[config.mk]
export PLATFORM = sky130hd
export DESIGN_NAME = psc_ram
export DESIGN_NICKNAME = d
export VERILOG_FILES = /design/src/rtl/psc_ram.sv
export SDC_FILE = /design/constraint.sdc
export NUM_CORES = 1
export LEC_CHECK = 0
export BUFFER_PORTS_ARGS = -buffer_cell sky130_fd_sc_hd__buf_2
export CAP_MARGIN = 0
export CORE_MARGIN = 8
export CORE_UTILIZATION = 50
export DETAILED_ROUTE_END_ITERATION = 12
export HOLD_SLACK_MARGIN = 0.08
export PLACE_DENSITY = 0.65
export SETUP_SLACK_MARGIN = 0.5
export SYNTH_ARGS = -nofsm -noshare
export SYNTH_HDL_FRONTEND = slang
export SYNTH_SLANG_ARGS = --single-unit
[constraint.sdc]
create_clock -name clk -period 2.7 [get_ports clk]
set_input_delay 0.135 -clock clk [delete_from_list [all_inputs] [get_ports clk]]
set_output_delay 0.135 -clock clk [all_outputs]
set_load 0.02 [all_outputs]
[src/rtl/psc_ram.sv]
// generic single-port-write, single-port-read ram with registered read
`timescale 1ns / 1ps
`default_nettype none
module psc_ram #(
	parameter int WIDTH = 16,
	parameter int DEPTH = 16,
	localparam int AW = (DEPTH > 1) ? $clog2(DEPTH) : 1
) (
	input  wire logic             clk,
	input  wire logic             we,
	input  wire logic [AW-1:0]    waddr,
	input  wire logic [WIDTH-1:0] wdata,
	input  wire logic [AW-1:0]    raddr,
	output logic      [WIDTH-1:0] rdata
);

	logic [WIDTH-1:0] mem_q [DEPTH];

	always_ff @(posedge clk) begin
		if (we) begin
			mem_q[waddr] <= wdata;
		end
		rdata <= mem_q[raddr];
	end

endmodule
`default_nettype wire

## Yosys cells after proc, flatten, opt, wreduce, memory -nomap -nowiden

Memories as Yosys holds them, arrays and structs flattened. A register that Yosys moved wholly into a read port is not among the register bits.
Index checks and enable logic that the tools add are counted.

- Output and inout bits: 16
- Memories kept: 1
- Register bits: 0
- Logic and storage cells: 3
- Memory bits (writable): 256

- Multiplexer cells: 2

Memory list:

| name | depth | bits a word | read ports | clocked after memory_dff | write ports | line | text |
|---|---|---|---|---|---|---|---|
| mem_q | 16 | 16 | 1 | 1 | 1 | 17 | `logic [WIDTH-1:0] mem_q [DEPTH];` |

Operators with widths:

| operator | number |
|---|---|
| 1-bit 2-to-1 mux | 2 |

## Logic depth before layout (Yosys ltp)

Gate-level depths: netlist (run 1).

- Depth in word-level cells: 2
- Depth in mapped cells: 5
- Gate-level depth less buffers: 3

## Least setup slack after synthesis (run 1)

No wires, ideal clock.

- Kind: input-to-reg
- Start: in waddr[2]
- End: mem mem_q[0][0], enable pin
- Data arrival time: 1.781 ns
- Stages on the path: 2
- Setup time: 0.409 ns
- Setup slack: 0.510 ns
- Cell sequence: or3b_2 -> nor3_1

RTL lines:

| what | line | text |
|---|---|---|
| from (decl) | 11 | `input wire logic [AW-1:0] waddr,` |
| to (decl) | 17 |  |

Straight into the memory's write port.

==> results list, run 1 <==
* CTS clock-pin slew for the worst setup and hold paths: 0.06 ns
- Before CTS, the worst setup slack after placement is 0.853 ns.
- The share of total power dissipated in sequential elements is 52.9%.
- Multi-input combinational cell area: 1960 um^2
- Slowest cell on the critical path: sky130_fd_sc_hd__mux4_2
- Cell type group with the largest total delay on the critical path: multiplexers
* Crit path DAT: 1.70 ns
- The critical path goes through mux4_2, a22oi_1, nand2_1.
- Worst-margin pin slew: 1.05 ns
* Number of standard cells after synthesis: 432
- Peak clock frequency supported by timing: 760 MHz
* Initial Util: 50.3%
- Cell depth of the worst flop-to-flop path: 3
- Max Clock Skew: 0.0138 ns
- Remaining global-route overflow: 0
- In the final layout, flip-flops and latches occupy 8010 um^2.
* Power per unit of standard cell area: 759 nW/um^2
- The final max-slew violation count came to 0.
* Via density: 5.75
- Half-perimeter wire length after detailed placement: 11.9 mm
* First-iteration detailed-routing DRC count: 439
- Max-Slew Margin vs Limit: 29.5%
- Final antenna-violating net count: 0
- Root Buffer: sky130_fd_sc_hd__clkbuf_16
* Gpl congestion: 0.727
* Flop and latch count out of synthesis: 272
- TritonCTS buffer count: 27
- Power share of the combinational group: 5.2%
- Hold/Removal Path Class: input pin to flip-flop
- The critical path contains buffers and inverters numbering 0 combined.
- Post-Syn Area: 10000 um^2
- Leaving out fill and tap cells, the most frequent cell in the layout is sky130_fd_sc_hd__edfxtp_1.
* Avg Inst Size Synth: 23.2 um^2
* Core area: 20000 um^2
- Yosys mapped the design onto 19 distinct sky130hd cell types.
* Clk sinks: 272
- In the routed design, unresolved DRC markers number 0.
* Total Die Area: 24900 um^2
- P_sw: 1.75 mW
- TritonCTS built the clock tree.
- Worst setup EP type: flip-flop
* Top FF cell, synth: sky130_fd_sc_hd__edfxtp_1
- In this run switching power makes up 19.5% of total power.
- The worst path needs 1.32 ns of the cycle, external delays included.
- Static Leak: 3.90 nW
* Internal Dissipation: 7.22 mW
- After layout, the worst path uses 48.8% of the clock period.
* Sum of routed wire length over all layers: 20.5 mm
- Core occupancy in the finished layout: 59.2%
- Port-buffer cells: 41
- Max incr delay on CP: 0.47 ns
* FP Rows: 52
- After the flow finishes, the layout carries non-filler instances totaling 813.
* Largest net degree at the start of global routing: 32
- In this run the number of H-tree levels came out at 1.
* Result of the run: finished, final reports clean
- Via count: 4673
- In the layout the commonest cells are sky130_fd_sc_hd__edfxtp_1 (256), sky130_fd_sc_hd__mux4_2 (54), sky130_fd_sc_hd__buf_2 (40).
* Layout cell share with drive strength beyond 1: 33.3%
* First-pass DRT Iterations: 4
- Antenna violations before repair: 0
* Number of fillers in the final layout: 1454
- Number of inserted diodes: 0
* Die outline width: 158 um
- Worst skew pair latency: 0.52 ns
- # IOs: 42
- The worst-case IR drop observed on VDD is 0.000457 V.
- Sequential element share of the synthesized area: 79.7%
* Proportion of synthesized flip-flops having asynchronous set or reset: 0%
- Along the worst path, the maximum fanout reaches 1.
- The number of nets handed over by synthesis was 458.
* Hold Fails Final Rpt: 0
- Global routing used 17.0% of the available tracks across all layers.
- The first global-routing pass estimated 30.8 mm of wire.
- Worst Hold Path Cells: 3
* Accumulated negative setup slack: 0 ns
- In this run the number of cells on the critical path is 3.
- The worst setup path is launched from a flip-flop.
- Count of placed standard cells including taps: 749
* Critical path data required time: 3.08 ns
* Nets: 550
- Area growth from synthesis to final layout: 17.8%
- The clock network burns 41.9% of the power.
- In the final routed layout, each cell accounts on average for 25.2 um.
* Final setup slack of the worst path: 1.38 ns
- Count of warnings emitted by yosys: 0
- Setup-failing EPs final: 0
- Max-cap violations in this run came to 0.
* Number of enable flip-flop cells after synthesis: 256
- Critical path class: flip-flop to flip-flop
* Post CTS Setup Buffer Count: 0
- Number of global-route vias before repair: 4987
* Unrepaired setup endpoints after global routing: false
- The longest clock path from root to sink contains 3 buffers.
- Overall die height: 158 um
path summary, 6_finish.rpt:
check,from,to,slack (ns)
worst max register to register,mem_q[8][13]$_DFFE_PP_,rdata[13]$_DFF_P_,1.38
worst max-delay path,mem_q[8][13]$_DFFE_PP_,rdata[13]$_DFF_P_,1.38
worst min register to register,mem_q[14][4]$_DFFE_PP_,rdata[4]$_DFF_P_,0.67
worst min-delay path,waddr[0],mem_q[8][7]$_DFFE_PP_,0.20
layout make-up:
cell class	count	share of cell area (%)
clock buffer	39	6.68
timing repair buffer	84	5.14
clock inverter	9	1.05
sequential	272	67.7
multi-input combinational	139	16.6
tap	270	2.86
power by group through the flow:
stage | Clock [mW] | Sequential, mW | Combinational, mW
6_report | 3.76 | 4.75 | 0.467
3_3_place_gp | 0 | 4.83 | 0.447
2_1_floorplan | 0 | 4.86 | 0.230
3_5_place_dp | 0 | 4.83 | 0.457
5_1_grt | 4.01 | 4.75 | 0.503
4_1_cts | 3.84 | 4.75 | 0.477
stage by stage:
stage	cell area, um^2	hold slack (ns)	power (mW)
final	11800	0.204	8.98
after global routing	11800	0.202	9.26
after CTS	11800	0.191	9.07
after detailed placement	10800	0.523	5.29
after global placement	10800	0.505	5.28
after floorplan	10000	0.234	5.09
synth_stat cells (2+ instances only):
cell type                  number  area share (%)
sky130_fd_sc_hd__a22oi_1       32             2.4
sky130_fd_sc_hd__buf_1          3            0.11
sky130_fd_sc_hd__buf_2          3            0.15
sky130_fd_sc_hd__buf_4          3            0.22
sky130_fd_sc_hd__buf_6          4            0.45
sky130_fd_sc_hd__clkbuf_1       8            0.30
sky130_fd_sc_hd__dfxtp_1       16             3.2
sky130_fd_sc_hd__edfxtp_1     256              77
sky130_fd_sc_hd__mux4_1        10             2.6
sky130_fd_sc_hd__mux4_2        54              12
sky130_fd_sc_hd__nand2_1       17            0.64
sky130_fd_sc_hd__nand2b_1       2            0.12
sky130_fd_sc_hd__nand3b_1       2            0.15
sky130_fd_sc_hd__nor2_1        13            0.49
sky130_fd_sc_hd__nor2b_1        2            0.12
sky130_fd_sc_hd__nor3_1         4            0.20
what timing repair did:
item | 4_1_cts | 5_1_grt
setup endpoints to repair | 0 | 0
gates resized for setup | 0 | 0
hold buffers | 16 | 0
hold endpoints to repair | 256 | 0
tightest hold or removal path: cells and delay by family:
family	cells	cell delay [ns]
AND/OR/NAND/NOR	1	0.07
buffers and inverters	2	0.34
registers in the layout, summed over array words and instances, names as in the netlist:
name,flops
mem_q,256
rdata,16
per-layer routing:
metal,vias to the layer above,global-route usage (%),wire (um)
met5,-,0,0
li1,2021,-,-
met4,0,4.40,296
met3,21,2.32,1130
met1,2508,22.2,8370
met2,123,29.6,10700
kinds of logic (layout without fill, tap and decap cells):
logic type	after synthesis	after routing	share of synthesized area [%]
buf+inv	21	132	1.23
flops	272	272	79.7
mux	64	64	14.7
simple gates	43	43	1.92
compound gates	32	32	2.39
Note: power is estimated with default switching activity, not from simulation.
==> run 2, diff against run 1 <==
--- a/config.mk
+++ b/config.mk
@@ -5,13 +5,14 @@
 export SDC_FILE = /design/constraint.sdc
 export NUM_CORES = 1
 export LEC_CHECK = 0
+export ABC_AREA = 1
 export BUFFER_PORTS_ARGS = -buffer_cell sky130_fd_sc_hd__buf_2
 export CAP_MARGIN = 0
 export CORE_MARGIN = 8
 export CORE_UTILIZATION = 50
 export DETAILED_ROUTE_END_ITERATION = 12
 export HOLD_SLACK_MARGIN = 0.08
-export PLACE_DENSITY = 0.65
+export PLACE_DENSITY = 0.67
 export SETUP_SLACK_MARGIN = 0.5
 export SYNTH_ARGS = -nofsm -noshare
 export SYNTH_HDL_FRONTEND = slang
==> constraint.sdc (replaced) <==
create_clock -name clk -period 1.09 [get_ports clk]
set_input_delay 0.0545 -clock clk [delete_from_list [all_inputs] [get_ports clk]]
set_output_delay 0.0545 -clock clk [all_outputs]
set_load 0.02 [all_outputs]
==> run 2 against run 1 <==
Effect of this change:
- sequential power is 150% higher
- highest routed layer unchanged
- final area is 20% higher
- sequential cell count stayed put
- critical path type is now flip-flop to output port
- largest power group unchanged
==> results list, run 2 <==
* Half-perimeter wire length after detailed placement: 16.0 mm (was 11.9 mm)
- The worst stage delay on the critical path is 0.36 ns (was 0.47 ns).
* Worst skew pair latency: 0.54 ns (was 0.52 ns)
- The clock-pin transition on the worst setup and hold timing paths is 0.06 ns (about the same).
* Number of global-route vias before repair: 7462 (was 4987)
* Largest Register: mem_q (unchanged)
- Count of warnings emitted by yosys: 0 (unchanged)
- The post-route cell area came to 14100 um^2 (was 11800 um^2).
- The area share of fa/ha/maj cells after synthesis was 0% (unchanged).
- The worst-case vdd ir drop is 0.00103 V (was 0.000457 V).
* Synth Area in Compound Gates: 0% (was 2.39%)
* Worst Hold Path Cells: 4 (was 3)
- The number of buffers between clock root and the deepest sink came to 3 (unchanged).
- The slowest stage cell on the critical path is sky130_fd_sc_hd__dfxtp_4 (was sky130_fd_sc_hd__mux4_2).
* Number of inserted diodes: 0 (unchanged)
- Post-detailed-route wirelength per cell: 18.6 um (was 25.2 um)
* Syn_nets: 1100 (was 458)
- Die outline width: 167 um (was 158 um)
- Gpl congestion: 0.790 (was 0.727)
- Timing would allow up to 929 MHz.
- GR Util All Layers: 19.7% (was 17.0%)
- Worst reg2reg setup slack: 0.17 ns (was 1.38 ns)
- The cell type with the highest aggregate area in the netlist is sky130_fd_sc_hd__edfxtp_1 (unchanged).
* First-pass DRT Iterations: 7 (was 4)
- Number of buffers and inverters on the critical path: 1 (was 0)
* Number of remaining DRC errors: 0 (unchanged)
* Layout cell share with drive strength beyond 1: 18.6% (was 33.3%)
- The port buffer count is 41 (unchanged).
- The number of violations of the max-capacitance limit was 0 (unchanged).
- The path type of the worst setup path is flip-flop to output port (was flip-flop to flip-flop).
- Accumulated negative setup slack: 0 ns (unchanged)
- The post-place instance area is 12700 um^2 (was 10800 um^2).
- The final net count came to 1198 (was 550).
- The count of cells along the worst register-to-register path is 6 (was 3).
* Initial Util: 50.6% (was 50.3%)
- The number of fillers in the final layout was 1730 (was 1454).
* Max-Slew Margin vs Limit: 73.4% (was 29.5%)
- First-pass GRT wire length: 42.5 mm (was 30.8 mm)
- The pin count of the biggest net entering global routing came to 43 (was 32).
* # IOs: 42 (unchanged)
- The synthesized flop and latch total is 272 (unchanged).
- Total chip power: 22.6 mW (was 8.98 mW)
- Sequential element share of the synthesized area: 70.4% (was 79.7%)
* Core occupancy in the finished layout: 62.9% (was 59.2%)
- The worst hold-check path type is input pin to flip-flop (unchanged).
- Root Buffer: sky130_fd_sc_hd__clkbuf_16 (unchanged)
- The number of buffers inserted for hold repair after clock tree synthesis is 16 (unchanged).
* Number of enable flip-flop cells after synthesis: 256 (unchanged)
- The number of violations reported at the end of detailed-routing iteration 0 came to 689 (was 439).
- The nature of the critical path endpoint is an output port (was flip-flop).
* Via density: 5.17 (was 5.75)
* Storage element area: 8030 um^2 (was 8010 um^2)
- The initial antenna violation count came to 0 (unchanged).
- Core area: 22500 um^2 (was 20000 um^2)
* Most numerous cell in the Yosys netlist: sky130_fd_sc_hd__nand2_1 (was sky130_fd_sc_hd__edfxtp_1)
- Avg Inst Size Synth: 10.6 um^2 (was 23.2 um^2)
* Proportion of synthesized flip-flops having asynchronous set or reset: 0% (unchanged)
* Sequence of cells on the critical path: buf_6 (was mux4_2, a22oi_1, nand2_1)
- The reg-to-reg endpoint is rdata[8]$_DFF_P_ (was rdata[13]$_DFF_P_).
* Post-Syn Area: 11400 um^2 (was 10000 um^2)
* Unrepaired setup endpoints after global routing: true (was false)
- Total Die Area: 27800 um^2 (was 24900 um^2)
- Power per unit of standard cell area: 1600 nW/um^2 (was 759 nW/um^2)
- Hold Crit Start: raddr[3] (was waddr[0])
- The clock net sink count was 272 (unchanged).
- Share of synthesized area spent on multiplexers: 0% (was 14.7%)
- The clock tree from TritonCTS is done (unchanged).
- Sum of routed wire length over all layers: 27.5 mm (was 20.5 mm)
- Largest regs: mem_q (256), rdata (16) (unchanged)
* Area fraction of the dominant cell type after synthesis: 67.5% (was 76.5%)
* Worst-margin pin slew: 0.399 ns (was 1.05 ns)
- The number of buffers added by the clock tree synthesis step was 27 (unchanged).
- The number of endpoints failing setup at the final stage is 0 (unchanged).
* Count of distinct cell types in the synthesized netlist: 13 (was 19)
- Crit path DAT: 1.02 ns (was 1.70 ns)
- The leading cell type in the layout, fill and taps excluded is sky130_fd_sc_hd__nand2_1 (was sky130_fd_sc_hd__edfxtp_1).
* R2R Path Start: mem_q[14][8]$_DFFE_PP_ (was mem_q[8][13]$_DFFE_PP_)
* Xor/xnor share of the synthesized area: 0% (unchanged)
* Result of the run: finished, final reports clean (unchanged)
- The count of vias placed by the detailed router was 7635 (was 4673).
- Critical path data required time: 1.04 ns (was 3.08 ns)
* Overall die height: 167 um (was 158 um)
- Subtracting the final worst setup slack from the clock period gives 1.08 ns.
- Crit share post-route: 98.8%
- Highest net fanout along the worst path: 1 (unchanged)
- Cell type group with the largest total delay on the critical path: flip-flops (was multiplexers)
- Final antenna-violating net count: 0 (unchanged)
* Multi-input combinational cell area: 2670 um^2 (was 1960 um^2)
* Top FF cell, synth: sky130_fd_sc_hd__edfxtp_1 (unchanged)
* Number of standard cells after synthesis: 1074 (was 432)
- Max reg flops: 256 (unchanged)
* Post-Route Hold Slack: 0.0171 ns (was 0.204 ns)
* Area contributors post-synth: sky130_fd_sc_hd__edfxtp_1 (68%), sky130_fd_sc_hd__nand2_1 (11%), sky130_fd_sc_hd__nand3_1 (8.5%), sky130_fd_sc_hd__inv_1 (6.5%), sky130_fd_sc_hd__dfxtp_1 (2.8%) (was sky130_fd_sc_hd__edfxtp_1 (77%), sky130_fd_sc_hd__mux4_2 (12%), sky130_fd_sc_hd__dfxtp_1 (3.2%), sky130_fd_sc_hd__mux4_1 (2.6%), sky130_fd_sc_hd__a22oi_1 (2.4%))
- The total overflow reported by the global router is 0 (unchanged).
- The dominant combinational cell family by area after synthesis is simple AND/OR/NAND/NOR gates (was multiplexers).
* Area growth from synthesis to final layout: 24.3% (was 17.8%)
- Hold Fails Final Rpt: 0 (unchanged)
* Top library cells by usage in the layout, fill and taps aside: sky130_fd_sc_hd__nand2_1 (332), sky130_fd_sc_hd__edfxtp_1 (256), sky130_fd_sc_hd__inv_1 (194) (was sky130_fd_sc_hd__edfxtp_1 (256), sky130_fd_sc_hd__mux4_2 (54), sky130_fd_sc_hd__buf_2 (40))
- Commonest cells post-synth: sky130_fd_sc_hd__nand2_1 (341), sky130_fd_sc_hd__edfxtp_1 (256), sky130_fd_sc_hd__inv_1 (196) (was sky130_fd_sc_hd__edfxtp_1 (256), sky130_fd_sc_hd__mux4_2 (54), sky130_fd_sc_hd__a22oi_1 (32))
* CTS H-tree depth: 1 (unchanged)
- The leakage power of the design came to 6.00 nW (was 3.90 nW).
* Basic-gate share of the synthesized area counting and, or, nand and nor cells: 20.4% (was 1.92%)
- The hold path endpoint is rdata[12]$_DFF_P_ (was mem_q[8][7]$_DFFE_PP_).
- Count of final max-slew check failures: 0 (unchanged)
- CP Launch Type: flip-flop (unchanged)
- The final worst clock skew is 0.0157 ns (was 0.0138 ns).
- The cell row count came to 55 (was 52).
-- run 2: worst max-delay path by stage --
stage | to | startpoint | cells after the start
after floorplan | mem_q[10][0]$_DFFE_PP_ | waddr[2] | 2
after global placement | mem_q[15][14]$_DFFE_PP_ | waddr[3] | 5
after detailed placement | mem_q[15][14]$_DFFE_PP_ | waddr[3] | 5
after CTS | rdata[9] | rdata[9]$_DFF_P_ | 1
after global routing | rdata[9] | rdata[9]$_DFF_P_ | 1
final | rdata[4] | rdata[4]$_DFF_P_ | 1
-- run 2: area by class of cell --
class	count	share of cell area (%)
Sequential cell	272	56.8
Multi-Input combinational cell	553	18.9
Timing Repair Buffer	120	10.5
Inverter	198	5.32
Clock buffer	34	5.10
Tap cell	285	2.52
Clock inverter	16	0.929
-- run 2: per-layer routing --
metal | track usage [%] | wire [um] | vias up
met5 | 0 | 0 | -
met2 | 32.9 | 13500 | 283
li1 | - | - | 3654
met3 | 3.00 | 1800 | 51
met4 | 5.64 | 580 | 0
met1 | 26.3 | 11500 | 3647
-- run 2: timing repair --
| item | in CTS | in global routing |
|---|---|---|
| pin swaps | 54 | 47 |
| setup buffers | 4 | 2 |
| endpoints found under the setup margin | 63 | 201 |
| cloned | 1 | 1 |
| gates resized for setup | 67 | 37 |
| endpoints found under the hold margin | 272 | 16 |
-- run 2: logic make-up (layout without fill, tap and decap cells) --
group         Yosys count  count (layout)
buf+inv               249             368
simple gates          553             553
flops                 272             272
-- run 2: where the power goes --
group / switching [mW] / leakage, nW / internal, mW
Combinational: 1.14 / 3.13 / 0.713
Clock: 3.83 / 0.415 / 5.15
Sequential: 0.0945 / 2.45 / 11.7
-- run 2: per-stage QoR --
step / std cells / setup WS (ns)
finish: 1478 / 0.0131
global route: 1478 / -0.0162
CTS: 1475 / -0.00586
detailed placement: 1404 / -0.0774
global placement: 1404 / -0.0806
floorplan: 1074 / -0.0437
